$ cat src/rtl/dttf_pkg.sv
// ----------------------------------------------------------------------------
// dttf_pkg
// Shared types, constants and arithmetic helpers of the decimal text to
// fixed point parser.
// ----------------------------------------------------------------------------
package dttf_pkg;

  localparam int CHAR_W              = 8;
  localparam int VALUE_W             = 53;
  localparam int DIGIT_W             = 4;
  localparam int FRAC_CNT_W          = 3;
  localparam int IDX_W               = 2;
  localparam int ERR_W               = 2;
  localparam int FLAG_W              = 3;
  localparam int FRACTION_DIGITS_DEF = 4;
  localparam int QUEUE_DEPTH_DEF     = 2;

  localparam logic [VALUE_W-1:0] VALUE_MAX = {VALUE_W{1'b1}};

  // Character codes
  localparam logic [CHAR_W-1:0] ASCII_NUL   = 8'd0;
  localparam logic [CHAR_W-1:0] ASCII_TAB   = 8'd9;
  localparam logic [CHAR_W-1:0] ASCII_BLANK = 8'd32;
  localparam logic [CHAR_W-1:0] ASCII_MINUS = 8'd45;
  localparam logic [CHAR_W-1:0] ASCII_POINT = 8'd46;
  localparam logic [CHAR_W-1:0] ASCII_ZERO  = 8'd48;
  localparam logic [CHAR_W-1:0] ASCII_NINE  = 8'd57;

  // Field flag bit positions
  localparam int FLAG_BAD   = 0;
  localparam int FLAG_MINUS = 1;
  localparam int FLAG_OVF   = 2;

  typedef enum logic [2:0] {
    CLS_BLANK,
    CLS_NUL,
    CLS_DIGIT,
    CLS_POINT,
    CLS_MINUS,
    CLS_OTHER
  } cls_e;

  // Classified character travelling from front to back
  typedef struct packed {
    cls_e               cls;
    logic [DIGIT_W-1:0] digit;
  } tok_t;

  // Finished field travelling through the scaling stages
  typedef struct packed {
    logic [VALUE_W-1:0]    value;
    logic [FRAC_CNT_W-1:0] pad;
    logic                  found;
    logic                  bad;
    logic                  minus;
    logic                  ovf;
    logic [ERR_W-1:0]      sticky;
  } item_t;

  typedef struct packed {
    logic [VALUE_W-1:0] value;
    logic               ovf;
  } mul_res_t;

  // x*10+d, saturated at the field maximum
  function automatic mul_res_t mul10_add(logic [VALUE_W-1:0] x, logic [DIGIT_W-1:0] d);
    logic [VALUE_W+3:0] r;
    mul_res_t           m;
    r = ({4'b0, x} << 3) + ({4'b0, x} << 1) + {{VALUE_W{1'b0}}, d};
    m.ovf   = |r[VALUE_W+3:VALUE_W];
    m.value = m.ovf ? VALUE_MAX : r[VALUE_W-1:0];
    return m;
  endfunction

endpackage

$ cat src/rtl/dttf_class.sv
// ----------------------------------------------------------------------------
// dttf_class
// Front end: classifies each accepted character into a token for the queue.
// ----------------------------------------------------------------------------
module dttf_class import dttf_pkg::*; (
  input  logic              push_i,
  input  logic              q_full_i,
  input  logic [CHAR_W-1:0] ch_i,
  output logic              q_wr_o,
  output tok_t              tok_o
);

  // Accept a transaction whenever the queue has room
  assign q_wr_o = push_i && !q_full_i;

  // Classify the character
  always_comb begin
    tok_o.digit = ch_i[DIGIT_W-1:0];
    if (ch_i == ASCII_BLANK || ch_i == ASCII_TAB) begin
      tok_o.cls = CLS_BLANK;
    end else if (ch_i == ASCII_NUL) begin
      tok_o.cls = CLS_NUL;
    end else if (ch_i >= ASCII_ZERO && ch_i <= ASCII_NINE) begin
      tok_o.cls = CLS_DIGIT;
    end else if (ch_i == ASCII_POINT) begin
      tok_o.cls = CLS_POINT;
    end else if (ch_i == ASCII_MINUS) begin
      tok_o.cls = CLS_MINUS;
    end else begin
      tok_o.cls = CLS_OTHER;
    end
  end

endmodule

$ cat src/rtl/dttf_queue.sv
// ----------------------------------------------------------------------------
// dttf_queue
// Short token queue decoupling the front end from the back end.
// ----------------------------------------------------------------------------
module dttf_queue import dttf_pkg::*; #(
  parameter int Depth = QUEUE_DEPTH_DEF
) (
  input  logic clk_i,
  input  logic rst_ni,
  input  logic wr_i,
  input  tok_t wr_tok_i,
  output logic full_o,
  input  logic rd_i,
  output logic valid_o,
  output tok_t rd_tok_o
);

  localparam int PtrW = $clog2(Depth);
  localparam int CntW = $clog2(Depth + 1);
  localparam logic [PtrW-1:0] PtrLast = PtrW'(Depth - 1);

  tok_t            mem_q [Depth];
  logic [PtrW-1:0] wr_ptr_q, wr_ptr_d;
  logic [PtrW-1:0] rd_ptr_q, rd_ptr_d;
  logic [CntW-1:0] cnt_q, cnt_d;

  assign full_o   = (cnt_q == CntW'(Depth));
  assign valid_o  = (cnt_q != '0);
  assign rd_tok_o = mem_q[rd_ptr_q];

  // Advance pointers and fill level
  always_comb begin
    wr_ptr_d = wr_ptr_q;
    rd_ptr_d = rd_ptr_q;
    cnt_d    = cnt_q;
    if (wr_i) begin
      wr_ptr_d = (wr_ptr_q == PtrLast) ? '0 : wr_ptr_q + 1'b1;
    end
    if (rd_i) begin
      rd_ptr_d = (rd_ptr_q == PtrLast) ? '0 : rd_ptr_q + 1'b1;
    end
    if (wr_i && !rd_i) begin
      cnt_d = cnt_q + 1'b1;
    end else if (!wr_i && rd_i) begin
      cnt_d = cnt_q - 1'b1;
    end
  end

  always_ff @(posedge clk_i or negedge rst_ni) begin
    if (!rst_ni) begin
      wr_ptr_q <= '0;
      rd_ptr_q <= '0;
      cnt_q    <= '0;
    end else begin
      wr_ptr_q <= wr_ptr_d;
      rd_ptr_q <= rd_ptr_d;
      cnt_q    <= cnt_d;
    end
  end

  // Store the token
  always_ff @(posedge clk_i) begin
    if (wr_i) begin
      mem_q[wr_ptr_q] <= wr_tok_i;
    end
  end

endmodule

$ cat src/rtl/dttf_accum.sv
// ----------------------------------------------------------------------------
// dttf_accum
// Back end: walks the token stream, accumulates the magnitude and closes
// each field into an item for the scaling stages.
// ----------------------------------------------------------------------------
module dttf_accum import dttf_pkg::*; #(
  parameter int FractionDigits = FRACTION_DIGITS_DEF
) (
  input  logic  clk_i,
  input  logic  rst_ni,
  input  logic  tok_valid_i,
  input  tok_t  tok_i,
  output logic  tok_pop_o,
  input  logic  res_ready_i,
  output logic  res_valid_o,
  output item_t res_o
);

  localparam logic [FRAC_CNT_W-1:0] FracMax = FRAC_CNT_W'(FractionDigits);

  logic [VALUE_W-1:0]    accum_q, accum_d;
  logic                  in_field_q, in_field_d;
  logic                  digit_seen_q, digit_seen_d;
  logic                  point_seen_q, point_seen_d;
  logic [FRAC_CNT_W-1:0] frac_count_q, frac_count_d;
  logic [IDX_W-1:0]      char_index_q, char_index_d;
  logic                  first_minus_q, first_minus_d;
  logic [FLAG_W-1:0]     flags_q, flags_d;
  logic [ERR_W-1:0]      err_q, err_d;

  logic     is_blank, is_nul, finish, skip;
  logic     take_digit;
  mul_res_t step;
  logic [ERR_W-1:0] err_new;

  assign tok_pop_o = tok_valid_i && res_ready_i;
  assign is_blank  = (tok_i.cls == CLS_BLANK);
  assign is_nul    = (tok_i.cls == CLS_NUL);
  assign finish    = is_nul || (in_field_q && is_blank);
  assign skip      = !in_field_q && is_blank;
  assign step      = mul10_add(accum_q, tok_i.digit);
  assign take_digit = !point_seen_q || (frac_count_q < FracMax);
  assign err_new   = err_q | flags_q[FLAG_MINUS:FLAG_BAD];

  // Close the field
  assign res_valid_o = tok_pop_o && finish;
  always_comb begin
    res_o.value  = digit_seen_q ? accum_q : '0;
    res_o.pad    = digit_seen_q ? FracMax - frac_count_q : '0;
    res_o.found  = digit_seen_q;
    res_o.bad    = flags_q[FLAG_BAD];
    res_o.minus  = flags_q[FLAG_MINUS];
    res_o.ovf    = flags_q[FLAG_OVF];
    res_o.sticky = err_new;
  end

  // Update the field state for one token
  always_comb begin
    accum_d       = accum_q;
    in_field_d    = in_field_q;
    digit_seen_d  = digit_seen_q;
    point_seen_d  = point_seen_q;
    frac_count_d  = frac_count_q;
    char_index_d  = char_index_q;
    first_minus_d = first_minus_q;
    flags_d       = flags_q;
    err_d         = err_q;
    if (tok_pop_o) begin
      if (finish) begin
        accum_d       = '0;
        in_field_d    = 1'b0;
        digit_seen_d  = 1'b0;
        point_seen_d  = 1'b0;
        frac_count_d  = '0;
        char_index_d  = '0;
        first_minus_d = 1'b0;
        flags_d       = '0;
        err_d         = err_new;
      end else if (!skip) begin
        in_field_d = 1'b1;
        if (tok_i.cls == CLS_DIGIT) begin
          if (char_index_q == IDX_W'(1) && first_minus_q) begin
            flags_d[FLAG_MINUS] = 1'b1;
          end
          digit_seen_d = 1'b1;
          if (take_digit) begin
            accum_d = step.value;
            if (step.ovf) begin
              flags_d[FLAG_OVF] = 1'b1;
            end
            if (point_seen_q) begin
              frac_count_d = frac_count_q + 1'b1;
            end
          end
        end else if (tok_i.cls == CLS_POINT && !point_seen_q) begin
          point_seen_d = 1'b1;
        end else begin
          if (char_index_q == '0 && tok_i.cls == CLS_MINUS) begin
            first_minus_d = 1'b1;
          end
          flags_d[FLAG_BAD] = 1'b1;
        end
        if (char_index_q != '1) begin
          char_index_d = char_index_q + 1'b1;
        end
      end
    end
  end

  always_ff @(posedge clk_i or negedge rst_ni) begin
    if (!rst_ni) begin
      accum_q       <= '0;
      in_field_q    <= 1'b0;
      digit_seen_q  <= 1'b0;
      point_seen_q  <= 1'b0;
      frac_count_q  <= '0;
      char_index_q  <= '0;
      first_minus_q <= 1'b0;
      flags_q       <= '0;
      err_q         <= '0;
    end else begin
      accum_q       <= accum_d;
      in_field_q    <= in_field_d;
      digit_seen_q  <= digit_seen_d;
      point_seen_q  <= point_seen_d;
      frac_count_q  <= frac_count_d;
      char_index_q  <= char_index_d;
      first_minus_q <= first_minus_d;
      flags_q       <= flags_d;
      err_q         <= err_d;
    end
  end

endmodule

$ cat src/rtl/dttf_scale.sv
// ----------------------------------------------------------------------------
// dttf_scale
// Scaling pipeline: one conditional times-ten step between neighbouring stages pads
// the value to the full fraction width. The last stage is the result register.
// ----------------------------------------------------------------------------
module dttf_scale import dttf_pkg::*; #(
  parameter int FractionDigits = FRACTION_DIGITS_DEF
) (
  input  logic  clk_i,
  input  logic  rst_ni,
  input  logic  in_valid_i,
  input  item_t in_item_i,
  output logic  in_ready_o,
  output logic  out_valid_o,
  output item_t out_item_o,
  input  logic  out_pop_i
);

  localparam int Stages = FractionDigits + 1;

  item_t stg_q [Stages];
  logic  vld_q [Stages];
  item_t nxt   [Stages];
  logic  nxt_v [Stages];
  logic  rdy   [Stages];

  // Ready ripples back from the result register
  always_comb begin
    rdy[Stages-1] = !vld_q[Stages-1] || out_pop_i;
    for (int i = Stages - 2; i >= 0; i--) begin
      rdy[i] = !vld_q[i] || rdy[i+1];
    end
  end

  assign nxt[0]   = in_item_i;
  assign nxt_v[0] = in_valid_i;

  // One padding step between neighbouring stages
  for (genvar g = 1; g < Stages; g++) begin : g_step
    mul_res_t m;
    assign m = mul10_add(stg_q[g-1].value, '0);
    always_comb begin
      nxt[g]   = stg_q[g-1];
      nxt_v[g] = vld_q[g-1];
      if (stg_q[g-1].pad != '0) begin
        nxt[g].value = m.value;
        nxt[g].ovf   = stg_q[g-1].ovf | m.ovf;
        nxt[g].pad   = stg_q[g-1].pad - 1'b1;
      end
    end
  end

  // Advance the stages
  for (genvar g = 0; g < Stages; g++) begin : g_stage
    always_ff @(posedge clk_i or negedge rst_ni) begin
      if (!rst_ni) begin
        vld_q[g] <= 1'b0;
      end else if (rdy[g]) begin
        vld_q[g] <= nxt_v[g];
      end
    end

    always_ff @(posedge clk_i) begin
      if (rdy[g] && nxt_v[g]) begin
        stg_q[g] <= nxt[g];
      end
    end
  end

  assign in_ready_o  = rdy[0];
  assign out_valid_o = vld_q[Stages-1];
  assign out_item_o  = stg_q[Stages-1];

endmodule

$ cat src/rtl/decimal_text_to_fixed_point.sv
// ----------------------------------------------------------------------------
// decimal_text_to_fixed_point
// Streaming ASCII decimal parser: one character per transaction, one fixed
// point result per ended field.
// ----------------------------------------------------------------------------
// Throughput: one character per cycle while the scaling stages accept, set by the
//   times-ten-add step in the back end and one padding step between scaling stages.
// Path: the closing character is stored in the queue, closed by the back end into
//   the first scaling stage, then padded stage by stage up to the result register
//   on the ports.
// Reset: asynchronous, active low; clears the queue, field state, sticky
//   error bits and all stage valids. No clearing pass.
module decimal_text_to_fixed_point import dttf_pkg::*; #(
  parameter int FRACTION_DIGITS = FRACTION_DIGITS_DEF,
  parameter int QUEUE_DEPTH     = QUEUE_DEPTH_DEF
) (
  input  logic               clk_i,
  input  logic               rst_ni,
  input  logic               push,
  output logic               full,
  input  logic [CHAR_W-1:0]  ch_i,
  output logic               empty,
  input  logic               pop,
  output logic [VALUE_W-1:0] value_o,
  output logic               found_o,
  output logic               bad_char_o,
  output logic               minus_seen_o,
  output logic               overflow_o,
  output logic [ERR_W-1:0]   sticky_errors_o
);

  logic  q_wr, q_valid, q_rd;
  tok_t  wr_tok, rd_tok;
  logic  res_valid, res_ready, out_valid;
  item_t res_item, out_item;

  // Front end
  dttf_class u_class (
    .push_i   (push),
    .q_full_i (full),
    .ch_i     (ch_i),
    .q_wr_o   (q_wr),
    .tok_o    (wr_tok)
  );

  dttf_queue #(
    .Depth (QUEUE_DEPTH)
  ) u_queue (
    .clk_i    (clk_i),
    .rst_ni   (rst_ni),
    .wr_i     (q_wr),
    .wr_tok_i (wr_tok),
    .full_o   (full),
    .rd_i     (q_rd),
    .valid_o  (q_valid),
    .rd_tok_o (rd_tok)
  );

  // Back end
  dttf_accum #(
    .FractionDigits (FRACTION_DIGITS)
  ) u_accum (
    .clk_i       (clk_i),
    .rst_ni      (rst_ni),
    .tok_valid_i (q_valid),
    .tok_i       (rd_tok),
    .tok_pop_o   (q_rd),
    .res_ready_i (res_ready),
    .res_valid_o (res_valid),
    .res_o       (res_item)
  );

  dttf_scale #(
    .FractionDigits (FRACTION_DIGITS)
  ) u_scale (
    .clk_i       (clk_i),
    .rst_ni      (rst_ni),
    .in_valid_i  (res_valid),
    .in_item_i   (res_item),
    .in_ready_o  (res_ready),
    .out_valid_o (out_valid),
    .out_item_o  (out_item),
    .out_pop_i   (pop)
  );

  // Drive the result ports
  assign empty           = !out_valid;
  assign value_o         = out_item.value;
  assign found_o         = out_item.found;
  assign bad_char_o      = out_item.bad;
  assign minus_seen_o    = out_item.minus;
  assign overflow_o      = out_item.ovf;
  assign sticky_errors_o = out_item.sticky;

  // A field without digits gives zero
  assert property (@(posedge clk_i) disable iff (!rst_ni)
    (!empty && !found_o) |-> (value_o == '0))
    else $error("result without digits carries a non-zero value");

  // Saturation always pins the value at the maximum
  assert property (@(posedge clk_i) disable iff (!rst_ni)
    (!empty && overflow_o) |-> (value_o == VALUE_MAX))
    else $error("overflow flagged but value not saturated");

  // A leading minus is itself a bad character, and both reach the sticky bits
  assert property (@(posedge clk_i) disable iff (!rst_ni)
    (!empty && minus_seen_o) |-> (bad_char_o && sticky_errors_o == '1))
    else $error("minus flag without bad character or sticky bits");

  // The back end only consumes tokens that the queue holds
  assert property (@(posedge clk_i) disable iff (!rst_ni)
    q_rd |-> q_valid)
    else $error("token popped from an empty queue");

endmodule

$ cat config.mk
export PLATFORM = sky130hd
export DESIGN_NAME = decimal_text_to_fixed_point
export DESIGN_NICKNAME = d
export VERILOG_FILES = /design/src/rtl/dttf_pkg.sv /design/src/rtl/dttf_class.sv /design/src/rtl/dttf_queue.sv /design/src/rtl/dttf_accum.sv /design/src/rtl/dttf_scale.sv /design/src/rtl/decimal_text_to_fixed_point.sv
export SDC_FILE = /design/constraint.sdc
export NUM_CORES = 1
export LEC_CHECK = 0
export ABC_AREA = 0
export BUFFER_PORTS_ARGS = -buffer_cell sky130_fd_sc_hd__buf_2
export CAP_MARGIN = 20
export CORE_MARGIN = 2
export CORE_UTILIZATION = 40
export CTS_BUF_LIST = sky130_fd_sc_hd__clkbuf_4
export CTS_CLUSTER_DIAMETER = 200
export DETAILED_ROUTE_END_ITERATION = 8
export PLACE_DENSITY = 0.68
export SYNTH_ARGS = -nofsm -noshare
export SYNTH_HDL_FRONTEND = slang
export SYNTH_SLANG_ARGS = --single-unit
$ cat constraint.sdc
create_clock -name clk_i -period 4.6 [get_ports clk_i]
set_input_delay 0.92 -clock clk_i [delete_from_list [all_inputs] [get_ports clk_i]]
set_output_delay 0.92 -clock clk_i [all_outputs]
set_load 0.02 [all_outputs]
## Word-level counts from Yosys, hierarchy flattened

Memory sizes are Yosys's and may differ from the RTL's.
Cells that the tools add are included.

- Input bits: 12
- Logic and storage cells: 197
- Output and inout port bits: 61
- RAM bits: 324
- Bits in registers: 76
- Memories: 2

- Multiplexer cells: 70
- Reductions and logical operators: 67
- Bitwise logic cells: 5
- Order comparisons: 3
- Equal/unequal tests: 14
- $add $sub $neg: 17

Memory list:

| name | words | width | read ports | clocked after memory_dff | write ports | RTL line | text |
|---|---|---|---|---|---|---|---|
| u_scale.stg_q | 5 | 62 | 5 | 0 | 5 | dttf_scale.sv:21 | `item_t stg_q [Stages];` |
| u_queue.mem_q | 2 | 7 | 1 | 0 | 1 | dttf_queue.sv:22 | `tok_t mem_q [Depth];` |

Operators by type and width:

| operator | count |
|---|---|
| two-way mux 53 bit | 10 |
| adder 56 x 54 -> 57 bit | 5 |
| two-way mux 56 bit | 4 |
| adder 57 x 4 -> 57 bit | 1 |
| two-way mux 1 bit | 38 |
| two-way mux 3 bit | 12 |
| equality test 8 x 6 -> 1 bit (second input constant) | 3 |
| nonzero test 2 bit | 10 |
| OR reduction 4 bit | 5 |
| logical AND 1 bit | 16 |
| AND reduction 4 bit | 4 |
| AND reduction 5 bit | 3 |
| two-way mux 2 bit | 6 |
| nonzero test 3 bit | 4 |
| subtractor 3 x 1 -> 3 bit (second input constant) | 4 |
| logical NOT 1 bit | 10 |
| equality test 8 x 4 -> 1 bit (second input constant) | 1 |
| >= comparator 8 x 6 -> 1 bit (second input constant) | 1 |
| <= comparator 8 x 6 -> 1 bit (second input constant) | 1 |
| logical NOT 8 bit | 1 |
| logical OR 1 bit | 8 |
| equality test 3 x 2 -> 1 bit (second input constant) | 2 |
| inequality test 2 x 1 -> 1 bit (second input constant) | 3 |
| AND reduction 3 bit | 2 |
| 16 further kinds | 22 |

## Depth between registers and ports, before layout

- Word-level depth: 11
- Gate-level depth with buffers: 17
- Depth with buffers taken out: 15

## Cells and area by module

From an unflattened synthesis, not the netlist that was laid out.

- Cells, all modules: 3,627
- Area total of the unflattened synthesis: 33,200.6 µm²

By module, submodules not included:

| module | instances | area each (µm²) | seq. area each (µm²) | cells each |
|---|---|---|---|---|
| dttf_scale | 1 | 25,268.0 | 9,434.0 | 2,706 |
| dttf_accum | 1 | 7,054.3 | 1,676.6 | 862 |
| dttf_queue | 1 | 724.4 | 520.5 | 38 |
| dttf_class | 1 | 150.1 | 0.0 | 20 |
| decimal_text_to_fixed_point | 1 | 3.8 | 0.0 | 1 |

## Least setup slack after synthesis

No wires, ideal clock.

- Kind: in2reg
- From: in pop
- To: reg u_accum.accum_q[37]
- Stages: 11
- Library setup time: 126 ps
- Data required time: 4,474 ps
- Slack: 25 ps
- Path buffers: 2
- Arrival time: 4,449 ps
- Cells stage by stage: nor2_1 nand4_1 inv_1 nand2_1 o21ai_1 or2_2 inv_1 clkbuf_1 nor2_1 clkbuf_1 a221o_1

- Cells in the longest elaborated chain, start to end: 7

Ends and longest elaborated chain:

| what | RTL line | text |
|---|---|---|
| start: declaration | decimal_text_to_fixed_point.sv:23 | `input logic pop,` |
| logical OR 1 bit | dttf_scale.sv:29 | `rdy[Stages-1] = !vld_q[Stages-1] \|\| out_pop_i;` |
| logical OR 1 bit (4 in a row) | dttf_scale.sv:31 | `rdy[i] = !vld_q[i] \|\| rdy[i+1];` |
| logical AND 1 bit | dttf_accum.sv:36 | `assign tok_pop_o = tok_valid_i && res_ready_i;` |
| AND reduction 4 bit (no source line) | - |  |
| end signal: assignment | dttf_accum.sv:122 | `accum_q <= accum_d;` |
| end: declaration | dttf_accum.sv:21 | `logic [VALUE_W-1:0] accum_q, accum_d;` |

No other way between the ends.
A chain may end at the register's enable or synchronous reset.

## Worst setup path in the final report

- From: reg u_queue.rd_ptr_q
- To: reg u_accum.accum_q[40]

- Cells in the longest elaborated chain, start to end: 8
- Elaborated cells between the ends (all ways): 18
- Classes of those cells: add/sub: 1; eq/ne: 3; mux: 5; reduce/logical: 8; memory: 1

Ends and longest elaborated chain:

| what | RTL line | text |
|---|---|---|
| start: declaration | dttf_queue.sv:24 | `logic [PtrW-1:0] rd_ptr_q, rd_ptr_d;` |
| start signal: assignment | dttf_queue.sv:56 | `rd_ptr_q <= rd_ptr_d;` |
| memory (2 x 7 bit) (*) | - |  |
| adder 57 x 4 -> 57 bit | dttf_pkg.sv:69 | `r = ({4'b0, x} << 3) + ({4'b0, x} << 1) + {{VALUE_W{1'b0}}, d};` |
| OR reduction 4 bit | dttf_pkg.sv:70 | `m.ovf = \|r[VALUE_W+3:VALUE_W];` |
| two-way mux 53 bit | dttf_pkg.sv:71 | `m.value = m.ovf ? VALUE_MAX : r[VALUE_W-1:0];` |
| two-way mux 53 bit | dttf_accum.sv:86 | `if (take_digit) begin` |
| two-way mux 53 bit | dttf_accum.sv:81 | `if (tok_i.cls == CLS_DIGIT) begin` |
| two-way mux 53 bit | dttf_accum.sv:79 | `end else if (!skip) begin` |
| two-way mux 53 bit | dttf_accum.sv:69 | `if (finish) begin` |

Mark *: on every way between the ends. The rest lies on a longest branch, timed or not. The select of a mux whose other input is x is not followed.

==> results.tsv <==
stage	metric	value	unit
status	outcome	finished, final reports clean	
synthesis	yosysTopAreaCell	edfxtp_1	
timing	tightest_slew	1.08	ns
detailed_routing	route.detailed.drc	0	
detailed_routing	drtIter0Drc	1359	
power	ir_drop	0.000414	V
layout	fin_nets	3980	
layout	area_growth_syn_to_layout	7.71	%
timing	period_share	0.949	
synthesis	synth_warnings	0	
clocking	clkTransAtPathRegs	0.08	ns
synthesis	synth_ff_type	edfxtp_1	
timing	slew_headroom	0.276	
synthesis	synth_cell_types	93	
detailed_routing	ant_nets	0	
timing	fin_crit	4.36	ns
global_routing	antenna_found_initial	2	
worst_hold_path	hp-class	in -> reg	
detailed_routing	vias	27100	
synthesis	synth_area_leaders	edfxtp_1 29%, ha_1 12%, dfrtp_1 5.8%	
layout	drive_gt1_frac	0.107	
clocking	numCtsBuffers	111	
clocking	clkLatencyLatePin	0.90	ns
setup_path	critPathLaunchType	flop	
synthesis	syn_area	32900	um2
die	ios	73	
job	drv_cap	0	
global_routing	grt_pass1_wl	134000	um
die	initial_utilization	0.403	
die	placementRows	105	
timing	slew_violations	0	
setup_path	crit_slowest_cell	or4_1	
setup_path	crit_buf_inv	1	
timing	finalHoldViolCount	0	
power	swShare	0.475	
timing	tns	0	ns
clocking	htreeDepth	3	
synthesis	yosys.cell_count.top_type	a21oi_1	
detailed_routing	firstDrtPassIters	5	
synthesis	async_flop_share	0.191	
clocking	ctsRootBufferMaster	clkbuf_4	
synthesis	synth_edf_count	321	
synthesis	netlist.area_leader.share	0.293	
detailed_routing	drt-total-wl	80500	um
timing	max_freq	229	MHz
place	gp_routability_congestion	0.933	
global_routing	grtUsageTotal	0.188	
power	combPwrFrac	0.612	
setup_path	crit_family	compound AO/OA/AOI/OAI gates	
synthesis	syn_nets	3986	
clocking	clock-sinks	397	
global_routing	overflow	0	
layout	fin_util	0.434	
die	dieHeight	291	um
synthesis	seq_area_frac_synth	0.350	
setup_path	crit_type	reg -> reg	
global_routing	grt_max_degree	88	
setup_path	crit_arrival	5.12	ns
place	portBuffers	72	
power	power.internal	12600	uW
setup_path	crit_required	5.35	ns
setup_path	crit_chain	mux2i_1 > fa_1 > inv_1 > ha_1 > a211oi_1 > o211ai_2 > a31oi_1 > o31ai_2 > o211ai_1 > a211o_1 > o22a_1 > or4_1 > nor2_4 > a21oi_1	
detailed_routing	routedWlPerCell	16.8	um
setup_path	cp_max_fo	7	
synthesis	synthTopCellsByCount	365 x a21oi_1, 325 x ha_1, 321 x edfxtp_1	
layout	fill_cells	8047	
setup_path	end_kind	flop	
clocking	cts_tree	built	
power	p_clk_frac	0.143	
timing	grt_setup_unrepaired	no	
synthesis	synthCells	3643	
die	die_w	291	um
timing	final.setup_skew	0.0887	ns
die	core	81800	um2
global_routing	first_global_vias	26400	
power	p_seq_frac	0.245	
setup_path	slowest_delay	0.63	ns
synthesis	ys_seq_elements	397	
power	power_switching	11400	uW
detailed_routing	viasPerCell	5.63	
die	fp.dieArea	84700	um2
timing	setup_viol	0	
power	leakagePower	0.0137	uW
clocking	cts.path.max_buffers	3	
place	hpwlAfterDp	62400	um
synthesis	postSynthAreaPerCell	9.04	um2
power	cellPowerDensity	674	nW/um2
final timing paths:
kind | startpoint | depth (start not counted) | slack [ns] | endpoint
worst max-delay path | u_queue.rd_ptr_q | 14 | 0.24 | u_accum.accum_q[40]
worst min-delay path | ch_i[0] | 1 | 0.29 | u_queue.mem_q[0][0]
worst max register to register | u_queue.rd_ptr_q | 14 | 0.24 | u_accum.accum_q[40]
worst min register to register | u_scale.stg_q[0][189] | 0 | 0.41 | u_scale.stg_q[0][251]
max in group asynchronous | rst_ni | 3 | 3.11 | u_accum.accum_q[25]
min in group asynchronous | rst_ni | 2 | 0.59 | u_accum.err_q[0]
power by group through the flow:
stage	clock network [uW]	logic (uW)	registers, uW
2_1_floorplan	0	11300	5610
3_3_place_gp	0	14300	5910
3_5_place_dp	0	14400	5910
4_1_cts	3560	14500	5840
5_1_grt	3750	16300	5950
6_report	3420	14600	5860
repair_timing:
| item | 4_1_cts | 5_1_grt |
|---|---|---|
| buffers inserted | 0 | 0 |
| hold buffers | 1 | 0 |
| setup endpoints to repair | 0 | 22 |
| hold endpoints to repair | 35 | 0 |
| gates resized for setup | 0 | 3 |
worst register-to-register path: cells and delay by family, from the launching register on:
kind            cells  cell delay, ns
flops               1            0.42
fa+ha+maj           2            0.84
mux                 1            0.15
simple gates        2            0.86
compound gates      8            1.88
buf+inv             1            0.06
cell usage in the layout (no fill, tap or decap), drive strengths merged, types with 9 or more instances in the layout:
| cell | instances |
|---|---|
| o211ai | 39 |
| a2bb2oi | 13 |
| a221o | 15 |
| o21ai | 219 |
| a221oi | 10 |
| buf | 119 |
| nand4 | 72 |
| and3 | 27 |
| and2 | 92 |
| nand3 | 59 |
| inv | 157 |
| nor4 | 20 |
| dfrtp | 76 |
| o2111ai | 10 |
| clkbuf | 153 |
| nor2b | 75 |
| a21boi | 10 |
| ha | 325 |
| a2111oi | 10 |
| a31oi | 122 |
| or2 | 10 |
| mux2i | 12 |
| nor3 | 75 |
| o31ai | 14 |
| edfxtp | 321 |
| a211oi | 33 |
| nand2 | 270 |
| a21oi | 415 |
| and4 | 9 |
| o21bai | 47 |
| clkinv | 45 |
| nand2b | 44 |
| o21a | 38 |
| nor2 | 230 |
| o31a | 12 |
| xnor2 | 132 |
| or3 | 13 |
| xor2 | 112 |
| a21o | 123 |
| o22a | 36 |
kinds of logic (layout without fill, tap and decap cells):
family,count (synthesis),in the layout,synth area share
AND/OR/NAND/NOR,1023,1023,0.155
multiplexers,16,16,0.00501
buffers and inverters,392,480,0.0529
adder cells (fa/ha/maj),331,331,0.127
other,0,3,0
XOR/XNOR,244,244,0.0657
AO/OA/AOI/OAI,1240,1240,0.244
flip-flops,397,397,0.350
flip-flops by register name (all words and copies together) (netlist names), 2 cells and up:
signal                cells
u_accum.frac_count_q      3
u_queue.cnt_q             2
u_queue.mem_q            14
u_accum.accum_q          53
u_accum.err_q             2
u_accum.char_index_q      2
u_accum.flags_q           3
u_scale.stg_q           307
u_scale.nxt_v             4
routing by layer:
layer / up-vias / global-route usage / share of wire
li1: 13700 / - / -
met1: 12500 / 0.246 / 0.46
met2: 696 / 0.315 / 0.47
met3: 152 / 0.0279 / 0.045
met4: 0 / 0.0703 / 0.032
met5: - / 0 / 0
area by class of cell:
cell class              count  area (um2)  share of cell area
multi-input cells        2854       19700               0.556
diodes                      3        7.51            0.000212
clock inverters            54         379              0.0107
repair buffers            120         776              0.0219
clock buffers             153        1150              0.0324
well taps                1070        1340              0.0377
inverters                 153         574              0.0162
flip-flops and latches    397       11500               0.325
per-stage QoR:
step           total power, uW  instances  hold slack [ns]  worst slack, ns  area (um2)
6_report                 23900       4804            0.287            0.235       35500
5_1_grt                  26000       4804            0.156         0.000724       35500
4_1_cts                  23900       4801            0.154           0.0528       35500
3_5_place_dp             20300       4593            0.405            0.147       33900
3_3_place_gp             20200       4593            0.402            0.143       33900
2_1_floorplan            16900       3643            0.400           0.0252       32900
Note: power is estimated with default switching activity, not from simulation.
